--- config.mk ---
export PLATFORM = sky130hd
export DESIGN_NAME = websocket_frame_decoder
export DESIGN_NICKNAME = d
export VERILOG_FILES = /design/src/sv/wsfd_pkg.sv /design/src/sv/wsfd_parse.sv /design/src/sv/wsfd_out_stage.sv /design/src/sv/websocket_frame_decoder.sv
export SDC_FILE = /design/constraint.sdc
export NUM_CORES = 1
export LEC_CHECK = 0
export BUFFER_PORTS_ARGS = -buffer_cell sky130_fd_sc_hd__buf_2
export CELL_PAD_IN_SITES_DETAIL_PLACEMENT = 1
export CELL_PAD_IN_SITES_GLOBAL_PLACEMENT = 1
export CORE_ASPECT_RATIO = 0.5
export CORE_MARGIN = 8
export CORE_UTILIZATION = 45
export DETAILED_ROUTE_END_ITERATION = 7
export PLACE_DENSITY = 0.83
export SKIP_LAST_GASP = 1
export SYNTH_ARGS = -nofsm -noshare
export SYNTH_HDL_FRONTEND = slang
export SYNTH_SLANG_ARGS = --single-unit
--- constraint.sdc ---
create_clock -name clock -period 13.9 [get_ports clock]
set_input_delay 4.17 -clock clock [delete_from_list [all_inputs] [get_ports clock]]
set_output_delay 4.17 -clock clock [all_outputs]
set_load 0.02 [all_outputs]
--- src/sv/wsfd_pkg.sv ---
// Shared types and constants of the WebSocket frame decoder.
// Holds the parser phase, result kinds, error codes, the result record and the
// bit layout of the result tdata word. No dependencies.
package wsfd_pkg;

   // Parser phase
   typedef enum logic [2:0] {
      PH_FIRST   = 3'd0,
      PH_SECOND  = 3'd1,
      PH_EXTLEN  = 3'd2,
      PH_MASK    = 3'd3,
      PH_PAYLOAD = 3'd4,
      PH_CLOSE   = 3'd5,
      PH_SKIP    = 3'd6
   } phase_type;

   // Result kind, carried on tuser
   typedef enum logic [1:0] {
      KIND_HEADER = 2'd0,
      KIND_DATA   = 2'd1,
      KIND_CLOSE  = 2'd2,
      KIND_ERROR  = 2'd3
   } kind_type;

   // Error codes of an error result
   typedef enum logic [1:0] {
      ERR_OPCODE    = 2'd0,
      ERR_CONTROL   = 2'd1,
      ERR_CLOSE_LEN = 2'd2
   } err_type;

   // Opcodes that the decoder accepts
   localparam logic [3:0] OP_CONT  = 4'h0;
   localparam logic [3:0] OP_TEXT  = 4'h1;
   localparam logic [3:0] OP_BIN   = 4'h2;
   localparam logic [3:0] OP_CLOSE = 4'h8;
   localparam logic [3:0] OP_PING  = 4'h9;
   localparam logic [3:0] OP_PONG  = 4'hA;

   // Header constants
   localparam logic [6:0]  LEN7_EXT16     = 7'd126;
   localparam logic [6:0]  LEN7_EXT64     = 7'd127;
   localparam int unsigned CTRL_MAX_LEN   = 125;
   localparam logic [15:0] CLOSE_DEFAULT  = 16'd1000;
   localparam int unsigned FLAG_FIN       = 0;
   localparam int unsigned FLAG_MASKED    = 4;

   // Result record as it leaves the parser
   typedef struct packed {
      kind_type    kind;
      logic [7:0]  data_byte;
      logic [3:0]  opcode;
      logic [4:0]  flags;
      logic [63:0] payload_length;
      logic [3:0]  header_length;
      logic [15:0] close_code;
      err_type     error_code;
      logic        last;
   } result_type;

   // Layout of rsp_tdata, lowest field first
   localparam int unsigned RSP_TDATA_W   = 104;
   localparam int unsigned RSP_DATA_LSB  = 0;
   localparam int unsigned RSP_OP_LSB    = 8;
   localparam int unsigned RSP_FLAGS_LSB = 12;
   localparam int unsigned RSP_LEN_LSB   = 17;
   localparam int unsigned RSP_HLEN_LSB  = 81;
   localparam int unsigned RSP_CODE_LSB  = 85;
   localparam int unsigned RSP_ERR_LSB   = 101;

endpackage

--- src/sv/wsfd_parse.sv ---
// Frame parser: phase register, header registers and the per-byte decode and
// unmask logic. Produces at most one result record per byte. Uses wsfd_pkg.
module wsfd_parse #(
   parameter int LENGTH_BITS = 64
) (
   input  logic                 clock,
   input  logic                 reset,
   input  logic                 step,
   input  logic [7:0]           in_byte,
   output logic                 res_valid,
   output wsfd_pkg::result_type res
);
   import wsfd_pkg::*;

   phase_type              phase_ff, phase_in;
   logic [3:0]             hdr_cnt_ff, hdr_cnt_in;
   logic [3:0]             hdr_total_ff, hdr_total_in;
   logic [3:0]             opcode_ff, opcode_in;
   logic [4:0]             flags_ff, flags_in;
   logic [LENGTH_BITS-1:0] len_ff, len_in;
   logic [LENGTH_BITS-1:0] remain_ff, remain_in;
   logic [31:0]            key_ff, key_in;
   logic [1:0]             key_idx_ff, key_idx_in;
   logic [15:0]            close_hold_ff, close_hold_in;

   logic [6:0]             l7;
   logic                   masked_b;
   logic                   sec_ext;
   logic [3:0]             ext_bytes;
   logic [LENGTH_BITS-1:0] ext_len;
   logic [3:0]             cnt_inc;
   logic [3:0]             ext_end;
   logic                   ext_done;
   logic                   mask_done;
   logic                   finish;
   logic [LENGTH_BITS-1:0] fin_len;
   logic [4:0]             fin_flags;
   logic [3:0]             fin_hlen;
   logic                   op_valid;
   logic                   fin_err;
   err_type                fin_code;
   phase_type              fin_phase;
   logic [LENGTH_BITS-1:0] remain_dec;
   logic                   remain_last;
   logic [7:0]             key_byte;
   logic [7:0]             plain;

   // Shared decode of the current byte against the stored header state
   always_comb begin
      l7        = in_byte[6:0];
      masked_b  = in_byte[7];
      sec_ext   = (l7 == LEN7_EXT16) || (l7 == LEN7_EXT64);
      ext_bytes = (l7 == LEN7_EXT16) ? 4'd2 : ((l7 == LEN7_EXT64) ? 4'd8 : 4'd0);

      // Extended length shifts in big-endian and saturates when it overflows
      if (len_ff[LENGTH_BITS-1 -: 8] != 8'd0) begin
         ext_len = '1;
      end else begin
         ext_len = {len_ff[LENGTH_BITS-9:0], in_byte};
      end

      cnt_inc   = hdr_cnt_ff + 4'd1;
      ext_end   = hdr_total_ff - (flags_ff[FLAG_MASKED] ? 4'd4 : 4'd0);
      ext_done  = !(cnt_inc < ext_end);
      mask_done = !(cnt_inc < hdr_total_ff);

      // The header completes on this byte
      finish = ((phase_ff == PH_SECOND) && !sec_ext && !masked_b)
            || ((phase_ff == PH_EXTLEN) && ext_done && !flags_ff[FLAG_MASKED])
            || ((phase_ff == PH_MASK) && mask_done);

      fin_len   = len_ff;
      fin_flags = flags_ff;
      fin_hlen  = hdr_total_ff;
      if (phase_ff == PH_SECOND) begin
         fin_len   = LENGTH_BITS'(l7);
         fin_flags = flags_ff | {masked_b, 4'b0000};
         fin_hlen  = 4'd2;
      end else if (phase_ff == PH_EXTLEN) begin
         fin_len = ext_len;
      end

      // Frame acceptance checks, in order of precedence
      op_valid = (opcode_ff == OP_CONT) || (opcode_ff == OP_TEXT) || (opcode_ff == OP_BIN)
              || (opcode_ff == OP_CLOSE) || (opcode_ff == OP_PING)
              || (opcode_ff == OP_PONG);
      fin_err  = 1'b1;
      fin_code = ERR_OPCODE;
      priority if (!op_valid) begin
         fin_code = ERR_OPCODE;
      end else if (opcode_ff[3]
                   && (!fin_flags[FLAG_FIN] || (fin_len > LENGTH_BITS'(CTRL_MAX_LEN)))) begin
         fin_code = ERR_CONTROL;
      end else if ((opcode_ff == OP_CLOSE) && (fin_len == LENGTH_BITS'(1))) begin
         fin_code = ERR_CLOSE_LEN;
      end else begin
         fin_err = 1'b0;
      end

      if (fin_err) begin
         fin_phase = (fin_len != '0) ? PH_SKIP : PH_FIRST;
      end else if (fin_len == '0) begin
         fin_phase = PH_FIRST;
      end else begin
         fin_phase = (opcode_ff == OP_CLOSE) ? PH_CLOSE : PH_PAYLOAD;
      end

      remain_dec  = remain_ff - LENGTH_BITS'(1);
      remain_last = (remain_dec == '0);
      key_byte    = key_ff[(5'd24 - {key_idx_ff, 3'b000}) +: 8];
      plain       = in_byte ^ key_byte;
   end

   // Next phase
   always_comb begin
      phase_in = phase_ff;
      unique case (phase_ff)
         PH_FIRST: begin
            phase_in = PH_SECOND;
         end
         PH_SECOND: begin
            if (sec_ext) begin
               phase_in = PH_EXTLEN;
            end else if (masked_b) begin
               phase_in = PH_MASK;
            end else begin
               phase_in = fin_phase;
            end
         end
         PH_EXTLEN: begin
            if (!ext_done) begin
               phase_in = PH_EXTLEN;
            end else if (flags_ff[FLAG_MASKED]) begin
               phase_in = PH_MASK;
            end else begin
               phase_in = fin_phase;
            end
         end
         PH_MASK: begin
            phase_in = mask_done ? fin_phase : PH_MASK;
         end
         PH_PAYLOAD: begin
            phase_in = remain_last ? PH_FIRST : PH_PAYLOAD;
         end
         PH_CLOSE: begin
            if (key_idx_ff == 2'd0) begin
               phase_in = PH_CLOSE;
            end else begin
               phase_in = remain_last ? PH_FIRST : PH_PAYLOAD;
            end
         end
         PH_SKIP: begin
            phase_in = remain_last ? PH_FIRST : PH_SKIP;
         end
         default: begin
            phase_in = PH_FIRST;
         end
      endcase
   end

   // Register updates and the result record
   always_comb begin
      hdr_cnt_in     = hdr_cnt_ff;
      hdr_total_in   = hdr_total_ff;
      opcode_in      = opcode_ff;
      flags_in       = flags_ff;
      len_in         = len_ff;
      remain_in      = remain_ff;
      key_in         = key_ff;
      key_idx_in     = key_idx_ff;
      close_hold_in  = close_hold_ff;

      res_valid          = 1'b0;
      res.kind           = KIND_HEADER;
      res.data_byte      = 8'd0;
      res.opcode         = opcode_ff;
      res.flags          = fin_flags;
      res.payload_length = 64'(fin_len);
      res.header_length  = 4'd0;
      res.close_code     = 16'd0;
      res.error_code     = ERR_OPCODE;
      res.last           = 1'b0;

      unique case (phase_ff)
         PH_FIRST: begin
            opcode_in  = in_byte[3:0];
            flags_in   = {1'b0, in_byte[4], in_byte[5], in_byte[6], in_byte[7]};
            hdr_cnt_in = 4'd1;
         end
         PH_SECOND: begin
            flags_in     = fin_flags;
            hdr_cnt_in   = 4'd2;
            key_in       = 32'd0;
            len_in       = sec_ext ? '0 : LENGTH_BITS'(l7);
            hdr_total_in = 4'd2 + ext_bytes + (masked_b ? 4'd4 : 4'd0);
         end
         PH_EXTLEN: begin
            len_in     = ext_len;
            hdr_cnt_in = cnt_inc;
         end
         PH_MASK: begin
            key_in     = {key_ff[23:0], in_byte};
            hdr_cnt_in = cnt_inc;
         end
         PH_PAYLOAD: begin
            key_idx_in    = key_idx_ff + 2'd1;
            remain_in     = remain_dec;
            res_valid     = 1'b1;
            res.kind      = KIND_DATA;
            res.data_byte = plain;
            res.last      = remain_last;
         end
         PH_CLOSE: begin
            key_idx_in = key_idx_ff + 2'd1;
            remain_in  = remain_dec;
            if (key_idx_ff == 2'd0) begin
               close_hold_in = {plain, 8'h00};
            end else begin
               close_hold_in  = close_hold_ff | {8'h00, plain};
               res_valid      = 1'b1;
               res.kind       = KIND_CLOSE;
               res.close_code = close_hold_ff | {8'h00, plain};
               res.last       = remain_last;
            end
         end
         PH_SKIP: begin
            remain_in = remain_dec;
         end
         default: begin
            remain_in = remain_ff;
         end
      endcase

      // Header complete: header or error result, payload count loaded
      if (finish) begin
         key_idx_in        = 2'd0;
         remain_in         = fin_len;
         res_valid         = 1'b1;
         res.header_length = fin_hlen;
         if (fin_err) begin
            res.kind       = KIND_ERROR;
            res.error_code = fin_code;
            res.last       = 1'b1;
         end else begin
            res.kind = KIND_HEADER;
            res.last = (fin_len == '0);
            if ((fin_len == '0) && (opcode_ff == OP_CLOSE)) begin
               res.close_code = CLOSE_DEFAULT;
            end
         end
      end
   end

   // Phase register
   always_ff @(posedge clock) begin
      if (reset) begin
         phase_ff <= PH_FIRST;
      end else if (step) begin
         phase_ff <= phase_in;
      end
   end

   // Header and payload state; each field is written before it is read
   always_ff @(posedge clock) begin
      if (step) begin
         hdr_cnt_ff    <= hdr_cnt_in;
         hdr_total_ff  <= hdr_total_in;
         opcode_ff     <= opcode_in;
         flags_ff      <= flags_in;
         len_ff        <= len_in;
         remain_ff     <= remain_in;
         key_ff        <= key_in;
         key_idx_ff    <= key_idx_in;
         close_hold_ff <= close_hold_in;
      end
   end

endmodule

--- src/sv/wsfd_out_stage.sv ---
// Result register of the frame decoder: holds one result record until the
// downstream transfer and packs it onto the stream ports. Uses wsfd_pkg.
module wsfd_out_stage (
   input  logic                                  clock,
   input  logic                                  reset,
   input  logic                                  load,
   input  wsfd_pkg::result_type                  load_data,
   input  logic                                  rsp_tready,
   output logic                                  rsp_tvalid,
   output logic [wsfd_pkg::RSP_TDATA_W-1:0]      rsp_tdata,
   output logic [1:0]                            rsp_tuser,
   output logic                                  rsp_tlast
);
   import wsfd_pkg::*;

   logic       valid_ff, valid_in;
   result_type data_ff;

   // Valid flag: set on load, cleared once the result is taken
   always_comb begin
      priority if (load) begin
         valid_in = 1'b1;
      end else if (rsp_tready) begin
         valid_in = 1'b0;
      end else begin
         valid_in = valid_ff;
      end
   end

   always_ff @(posedge clock) begin
      if (reset) begin
         valid_ff <= 1'b0;
      end else begin
         valid_ff <= valid_in;
      end
   end

   always_ff @(posedge clock) begin
      if (load) begin
         data_ff <= load_data;
      end
   end

   // Pack the record, lowest field first, padded to whole bytes
   assign rsp_tvalid = valid_ff;
   assign rsp_tuser  = data_ff.kind;
   assign rsp_tlast  = data_ff.last;
   assign rsp_tdata  = {1'b0, data_ff.error_code, data_ff.close_code,
                        data_ff.header_length, data_ff.payload_length,
                        data_ff.flags, data_ff.opcode, data_ff.data_byte};

endmodule

--- src/sv/websocket_frame_decoder.sv ---
// WebSocket frame decoder, one frame stream byte per transfer.
// A result is presented on rsp after its input transfer passes the input
// register and is decoded into the result register. Throughput: one byte per
// cycle; only a stalled rsp side holds off input. Reset is synchronous and
// active high: it clears the valid flags and returns the parser to the first
// header byte.
module websocket_frame_decoder #(
   parameter int LENGTH_BITS = 64
) (
   input  logic                                  clock,
   input  logic                                  reset,
   // req_tdata: [7:0] in_byte
   input  logic                                  req_tvalid,
   output logic                                  req_tready,
   input  logic [7:0]                            req_tdata,
   output logic                                  rsp_tvalid,
   input  logic                                  rsp_tready,
   // rsp_tdata: [7:0] data_byte, [11:8] opcode, [16:12] flags,
   // [80:17] payload_length, [84:81] header_length, [100:85] close_code,
   // [102:101] error_code, [103] zero
   output logic [wsfd_pkg::RSP_TDATA_W-1:0]      rsp_tdata,
   // rsp_tuser: [1:0] kind
   output logic [1:0]                            rsp_tuser,
   output logic                                  rsp_tlast
);
   import wsfd_pkg::*;

   logic       in_valid_ff, in_valid_in;
   logic [7:0] in_byte_ff;
   logic       step;
   logic       res_valid;
   result_type res;

   // A byte is decoded when the result register is free or being emptied
   assign step       = in_valid_ff && (!rsp_tvalid || rsp_tready);
   assign req_tready = !in_valid_ff || step;

   // Input register
   always_comb begin
      priority if (req_tvalid && req_tready) begin
         in_valid_in = 1'b1;
      end else if (step) begin
         in_valid_in = 1'b0;
      end else begin
         in_valid_in = in_valid_ff;
      end
   end

   always_ff @(posedge clock) begin
      if (reset) begin
         in_valid_ff <= 1'b0;
      end else begin
         in_valid_ff <= in_valid_in;
      end
   end

   always_ff @(posedge clock) begin
      if (req_tvalid && req_tready) begin
         in_byte_ff <= req_tdata;
      end
   end

   wsfd_parse #(
      .LENGTH_BITS (LENGTH_BITS)
   ) u_parse (
      .clock     (clock),
      .reset     (reset),
      .step      (step),
      .in_byte   (in_byte_ff),
      .res_valid (res_valid),
      .res       (res)
   );

   wsfd_out_stage u_out (
      .clock      (clock),
      .reset      (reset),
      .load       (step && res_valid),
      .load_data  (res),
      .rsp_tready (rsp_tready),
      .rsp_tvalid (rsp_tvalid),
      .rsp_tdata  (rsp_tdata),
      .rsp_tuser  (rsp_tuser),
      .rsp_tlast  (rsp_tlast)
   );

   // An error result always ends its frame
   assert property (@(posedge clock) disable iff (reset)
      (rsp_tvalid && (rsp_tuser == KIND_ERROR)) |-> rsp_tlast)
      else $error("error result without last");

   // A header result ends the frame exactly when the payload is empty
   assert property (@(posedge clock) disable iff (reset)
      (rsp_tvalid && (rsp_tuser == KIND_HEADER))
      |-> (rsp_tlast == (rsp_tdata[RSP_LEN_LSB +: 64] == 64'd0)))
      else $error("header last does not match empty payload");

   // Payload and close-code results carry no header length or error code
   assert property (@(posedge clock) disable iff (reset)
      (rsp_tvalid && ((rsp_tuser == KIND_DATA) || (rsp_tuser == KIND_CLOSE)))
      |-> ((rsp_tdata[RSP_HLEN_LSB +: 4] == 4'd0) && (rsp_tdata[RSP_ERR_LSB +: 2] == 2'd0)))
      else $error("payload result carries header fields");

   // Input is never refused while the input register is empty
   assert property (@(posedge clock) disable iff (reset)
      !in_valid_ff |-> req_tready)
      else $error("input stalled with empty input register");

endmodule
Yosys cells after proc, flatten, opt, wreduce, memory -nomap -nowiden. Cells that the tools add are included.

Add/subtract/negate cells: 7. Magnitude comparators: 3. Equality and inequality tests: 14. Shifts and indexed selects: 1. Muxes and demuxes: 57. Bitwise logic cells: 6. Reductions and logical operators: 60.

Operators with widths (number): 64-bit two-way mux (5); 64-bit zero test (2); 64-bit case mux with 2 select lines (1); 16-bit two-way mux (5); 64-bit by 1-bit equality test with 1-bit output, second input constant (1); 64-bit by 7-bit greater-than comparator with 1-bit output, second input constant (1); 32-bit case mux with 2 select lines (1); 64-bit nonzero test (1); 64-bit by 1-bit subtractor with 64-bit output, second input constant (1); 3-bit two-way mux (13); 32-bit by 6-bit indexed part select with 8-bit output (1); 3-bit case mux with 7 select lines (1); 19-bit two-way mux (1); 2-bit two-way mux (9); 2-bit AND reduction (9); 16-bit by 8-bit bitwise OR with 16-bit output (1); 7-bit equality test, second input constant (2); 2-bit nonzero test (7); 4-bit equality test, second input constant (3); 1-bit two-way mux (12); 4-bit case mux with 3 select lines (1); 1-bit logical AND (11); 1-bit logical OR (11); 5-bit case mux with 2 select lines (1); 30 further kinds (47).

Register bits: 314. Input port bits: 12. Output and inout port bits: 109. Logic and storage cells: 173.

Depth between registers and ports, before layout.
Depth after elaboration: 13. Depth in mapped cells: 14. Gate-level depth less buffers: 12.

Hierarchy. A second synthesis with hierarchy kept.

Cells, all modules: 1370. Area total of the unflattened synthesis: 15476.1 um^2.

By module, submodules not included: wsfd_parse (times used 1, cells an instance 1242, area each 11921.4 um^2, seq. area each 5885.6 um^2); wsfd_out_stage (times used 1, cells an instance 112, area each 3233.1 um^2, seq. area each 3203.1 um^2); websocket_frame_decoder (times used 1, cells an instance 16, area each 321.6 um^2, seq. area each 260.2 um^2).

Worst setup path after synthesis. Ideal clock, no wire load.

Path kind: input-to-output. Start: input rsp_tready. End: output req_tready. Data arrival time: 4.447 ns. Required time: 9.730 ns. Setup slack: 5.283 ns. Stages: 1. Path buffers: 0. Cell sequence: nand3b_1.

Cells in the longest elaborated chain, start to end: 3.

RTL lines: start, declared (RTL line websocket_frame_decoder.sv:17) `input logic rsp_tready,`; 1-bit logical OR (RTL line websocket_frame_decoder.sv:35) `assign step = in_valid_ff && (!rsp_tvalid || rsp_tready);`; 1-bit logical AND (RTL line websocket_frame_decoder.sv:35); 1-bit logical OR (RTL line websocket_frame_decoder.sv:36) `assign req_tready = !in_valid_ff || step;`; end, declared (RTL line websocket_frame_decoder.sv:14) `output logic req_tready,`.

No other way between the ends.

Worst setup path after layout. Ends and elaborated chain as after synthesis.

==> results.cfg <==
[die]
core_um2 = 34400
ios = 121
dieWidth_um = 280
fp-row-count = 48
start_util_pct = 45.7
die_area_um2 = 41500
die_h_um = 148

[yosys]
yosysTopAreaCell = edfxtp_1
yosysSeqAreaShare_pct = 59.3
synthFlopType = edfxtp_1
synth_edf_count = 307
yosys.area.top_type_share_pct = 58.7
synth_area_um2 = 15700
syn_inst = 1378
yosys_register_bits = 312
yosysUniqueCellTypes = 85
ys_warn_count = 0
synth_area_leaders = edfxtp_1 (59%), nor2_1 (4.7%), nand2_1 (2.9%), o21ai_0 (2.6%), o221ai_1 (2.3%)
synthArstFlopShare_pct = 0
syn_avg_cell_area_um2 = 11.4

[clocking]
cts_made_buffers = 30
clk_pin_slew_worst_paths_ns = 0.06
cts_root_buffer = clkbuf_16
postCtsResizedCells = 0
cts_sinks = 312
cts_tree = done
htreeDepth = 1
clk_latency_ns = 0.58
post_cts_buffers = 0
holdBufCountCts = 0
clock_path_buffers = 3

[layout]
antenna_cells = 0
final_area_um2 = 17700
drive_gt1_share_pct = 16.7
nNetsFinal = 1482
final_common_cell = edfxtp_1
layout_common_cells = edfxtp_1 (307), nor2_1 (196), nand2_1 (122), buf_2 (118), o21ai_0 (82)
areaGrowthSynthToFinish_pct = 12.6

[pwr]
leakage_nw = 6.30
p_int_w = 0.00163
p_sw_w = 0.000521
pwr_density_cell_nw_per_um2 = 122
irDropWorstVdd_v = 0.0000764
power_frac_seq_pct = 50.6
combPwrFrac_pct = 8.8
switching_share_pct = 24.2
clkPwrFrac_pct = 40.7

[setup_path]
crit_type = in -> out
cp_slowest_stage_delay_ns = 0.18
path_cells = buf_2 -> nand3b_1 -> buf_2
start_kind = input port
path_common_cell = buf_2
slowest_stage = nand3b_1
worstPathMaxFanout = 3
cp_data_required_time_ns = 9.73
cp-end-kind = primary output
cp.arrival_ns = 4.63

[place]
place_area_um2 = 16700
gp_congestion = 0.887
portBuffers = 118
hpwl_mm = 31.5

[sta]
worstMarginPinSlew_ns = 1.16
finalMaxSlewViolations = 0
min_period_ns = 8.80
finClkSkew_ns = 0.0192
hold_viol = 0
fmax_ghz = 0.114
final.setup.tns_ns = 0
rsz0062_at_grt = false
setup_violations = 0
maxSlewHeadroom_pct = 21.6
finalCritPeriodShare_pct = 63.3

[detailed_routing]
num_vias = 11600
drtPass1Iterations = 5
drt_first_iter_violations = 959
wire_per_inst_um = 23.2
wirelength_mm = 45.4
drt-vias-per-instance = 5.91
drc = 0
antenna_left = 0

[global_routing]
grt_pass1_vias = 11900
grt_antenna_before_repair = 1
grt.overflow.total = 0
grt_pass1_wl_mm = 70.0
grtUsageTotal_pct = 21.4
grt_max_degree = 77

[run]
cap_violations = 0

[hold_path]
hold_path_class = reg -> reg

[outcome]
outcome = complete, no violations
## metrics by stage
stage	util [%]	hold slack (ns)	worst slack (ns)	cells	total power [W]
after floorplan	-	0.400	5.28	1379	0.00123
after global placement	48.4	0.424	5.11	1904	0.00128
after detailed placement	48.4	0.420	5.09	1904	0.00129
after CTS	51.4	0.435	5.09	1958	0.00216
after global routing	51.4	0.452	5.08	1958	0.00221
final	51.4	0.429	5.10	1958	0.00215
## state kept, by name, summed over array words and instances, names as in the netlist
signal                 flops
u_out.rsp_tuser            2
in_valid_ff                1
u_parse.len_ff            64
u_parse.flags_ff           5
u_out.rsp_tvalid           1
u_parse.hdr_total_ff       3
u_parse.remain_ff         64
u_parse.key_ff            32
u_out.rsp_tdata          102
u_parse.phase_ff           3
u_out.rsp_tlast            1
in_byte_ff                 8
u_parse.hdr_cnt_ff         4
u_parse.opcode_ff          4
u_parse.key_idx_ff         2
u_parse.close_hold_ff     16
## worst max-delay path, delay by kind of cell
family / cells / cell delay (ns)
buffers and inverters: 2 / 0.28
and+or+nand+nor: 1 / 0.18
## cells by family (layout without fill, tap and decap cells)
family / count (synthesis) / after routing / share of synthesized area (%)
flops: 312 / 312 / 59.3
other cells: 1 / 2 / 0.0239
fa+ha+maj: 9 / 9 / 0.717
mux: 10 / 10 / 1.27
xor+xnor: 70 / 70 / 3.90
simple gates: 578 / 578 / 19.5
compound gates: 251 / 251 / 11.3
buf+inv: 147 / 251 / 4.03
## path summary, 6_finish.rpt
| kind | startpoint | end | slack [ns] | cells past startpoint |
|---|---|---|---|---|
| min reg2reg | u_parse.flags_ff[2] | u_out.rsp_tdata[14] | 0.43 | 0 |
| min | u_parse.flags_ff[2] | u_out.rsp_tdata[14] | 0.43 | 0 |
| max | rsp_tready | req_tready | 5.10 | 3 |
| max reg2reg | u_parse.len_ff[57] | u_out.rsp_tdata[90] | 8.92 | 10 |
## power by group through the flow
stage	clock network [W]	logic (W)	registers, W
finish	0.000874	0.000188	0.00109
global placement	0	0.000177	0.00111
CTS	0.000888	0.000188	0.00109
floorplan	0	0.000120	0.00111
detailed placement	0	0.000187	0.00111
global route	0.000916	0.000203	0.00109
## cell type report
class                           instances  area, um2
Tap cell                              475        594
Multi-Input combinational cell        920       5810
Sequential cell                       312       9320
Timing Repair Buffer                  131        688
Inverter                               66        250
Clock buffer                           36        773
Clock inverter                         18        255
Fill cell                            3656      16700
## cell usage after synthesis, drive strengths merged (7+ instances only)
master and number:
a21o 49, a21oi 19, a31oi 8, and2 52, and3 9, buf 19
clkbuf 62, edfxtp 307, ha 9, inv 66, mux4 8, nand2 123
nand2b 11, nand3 22, nand4 23, nor2 197, nor2b 9, nor3 42
nor4 42, o21ai 86, o221a 7, o221ai 44, or2 7, or3 8
or4 9, xnor2 34, xor2 36
## routing by layer
layer | routed length [um] | GRT usage [%] | up-vias
li1 | - | - | 5225
met1 | 18700 | 26.8 | 5870
met2 | 22300 | 36.8 | 360
met3 | 2460 | 3.68 | 115
met4 | 1920 | 8.63 | 2
met5 | 8 | 0 | -
Note: power is estimated with default switching activity, not from simulation.
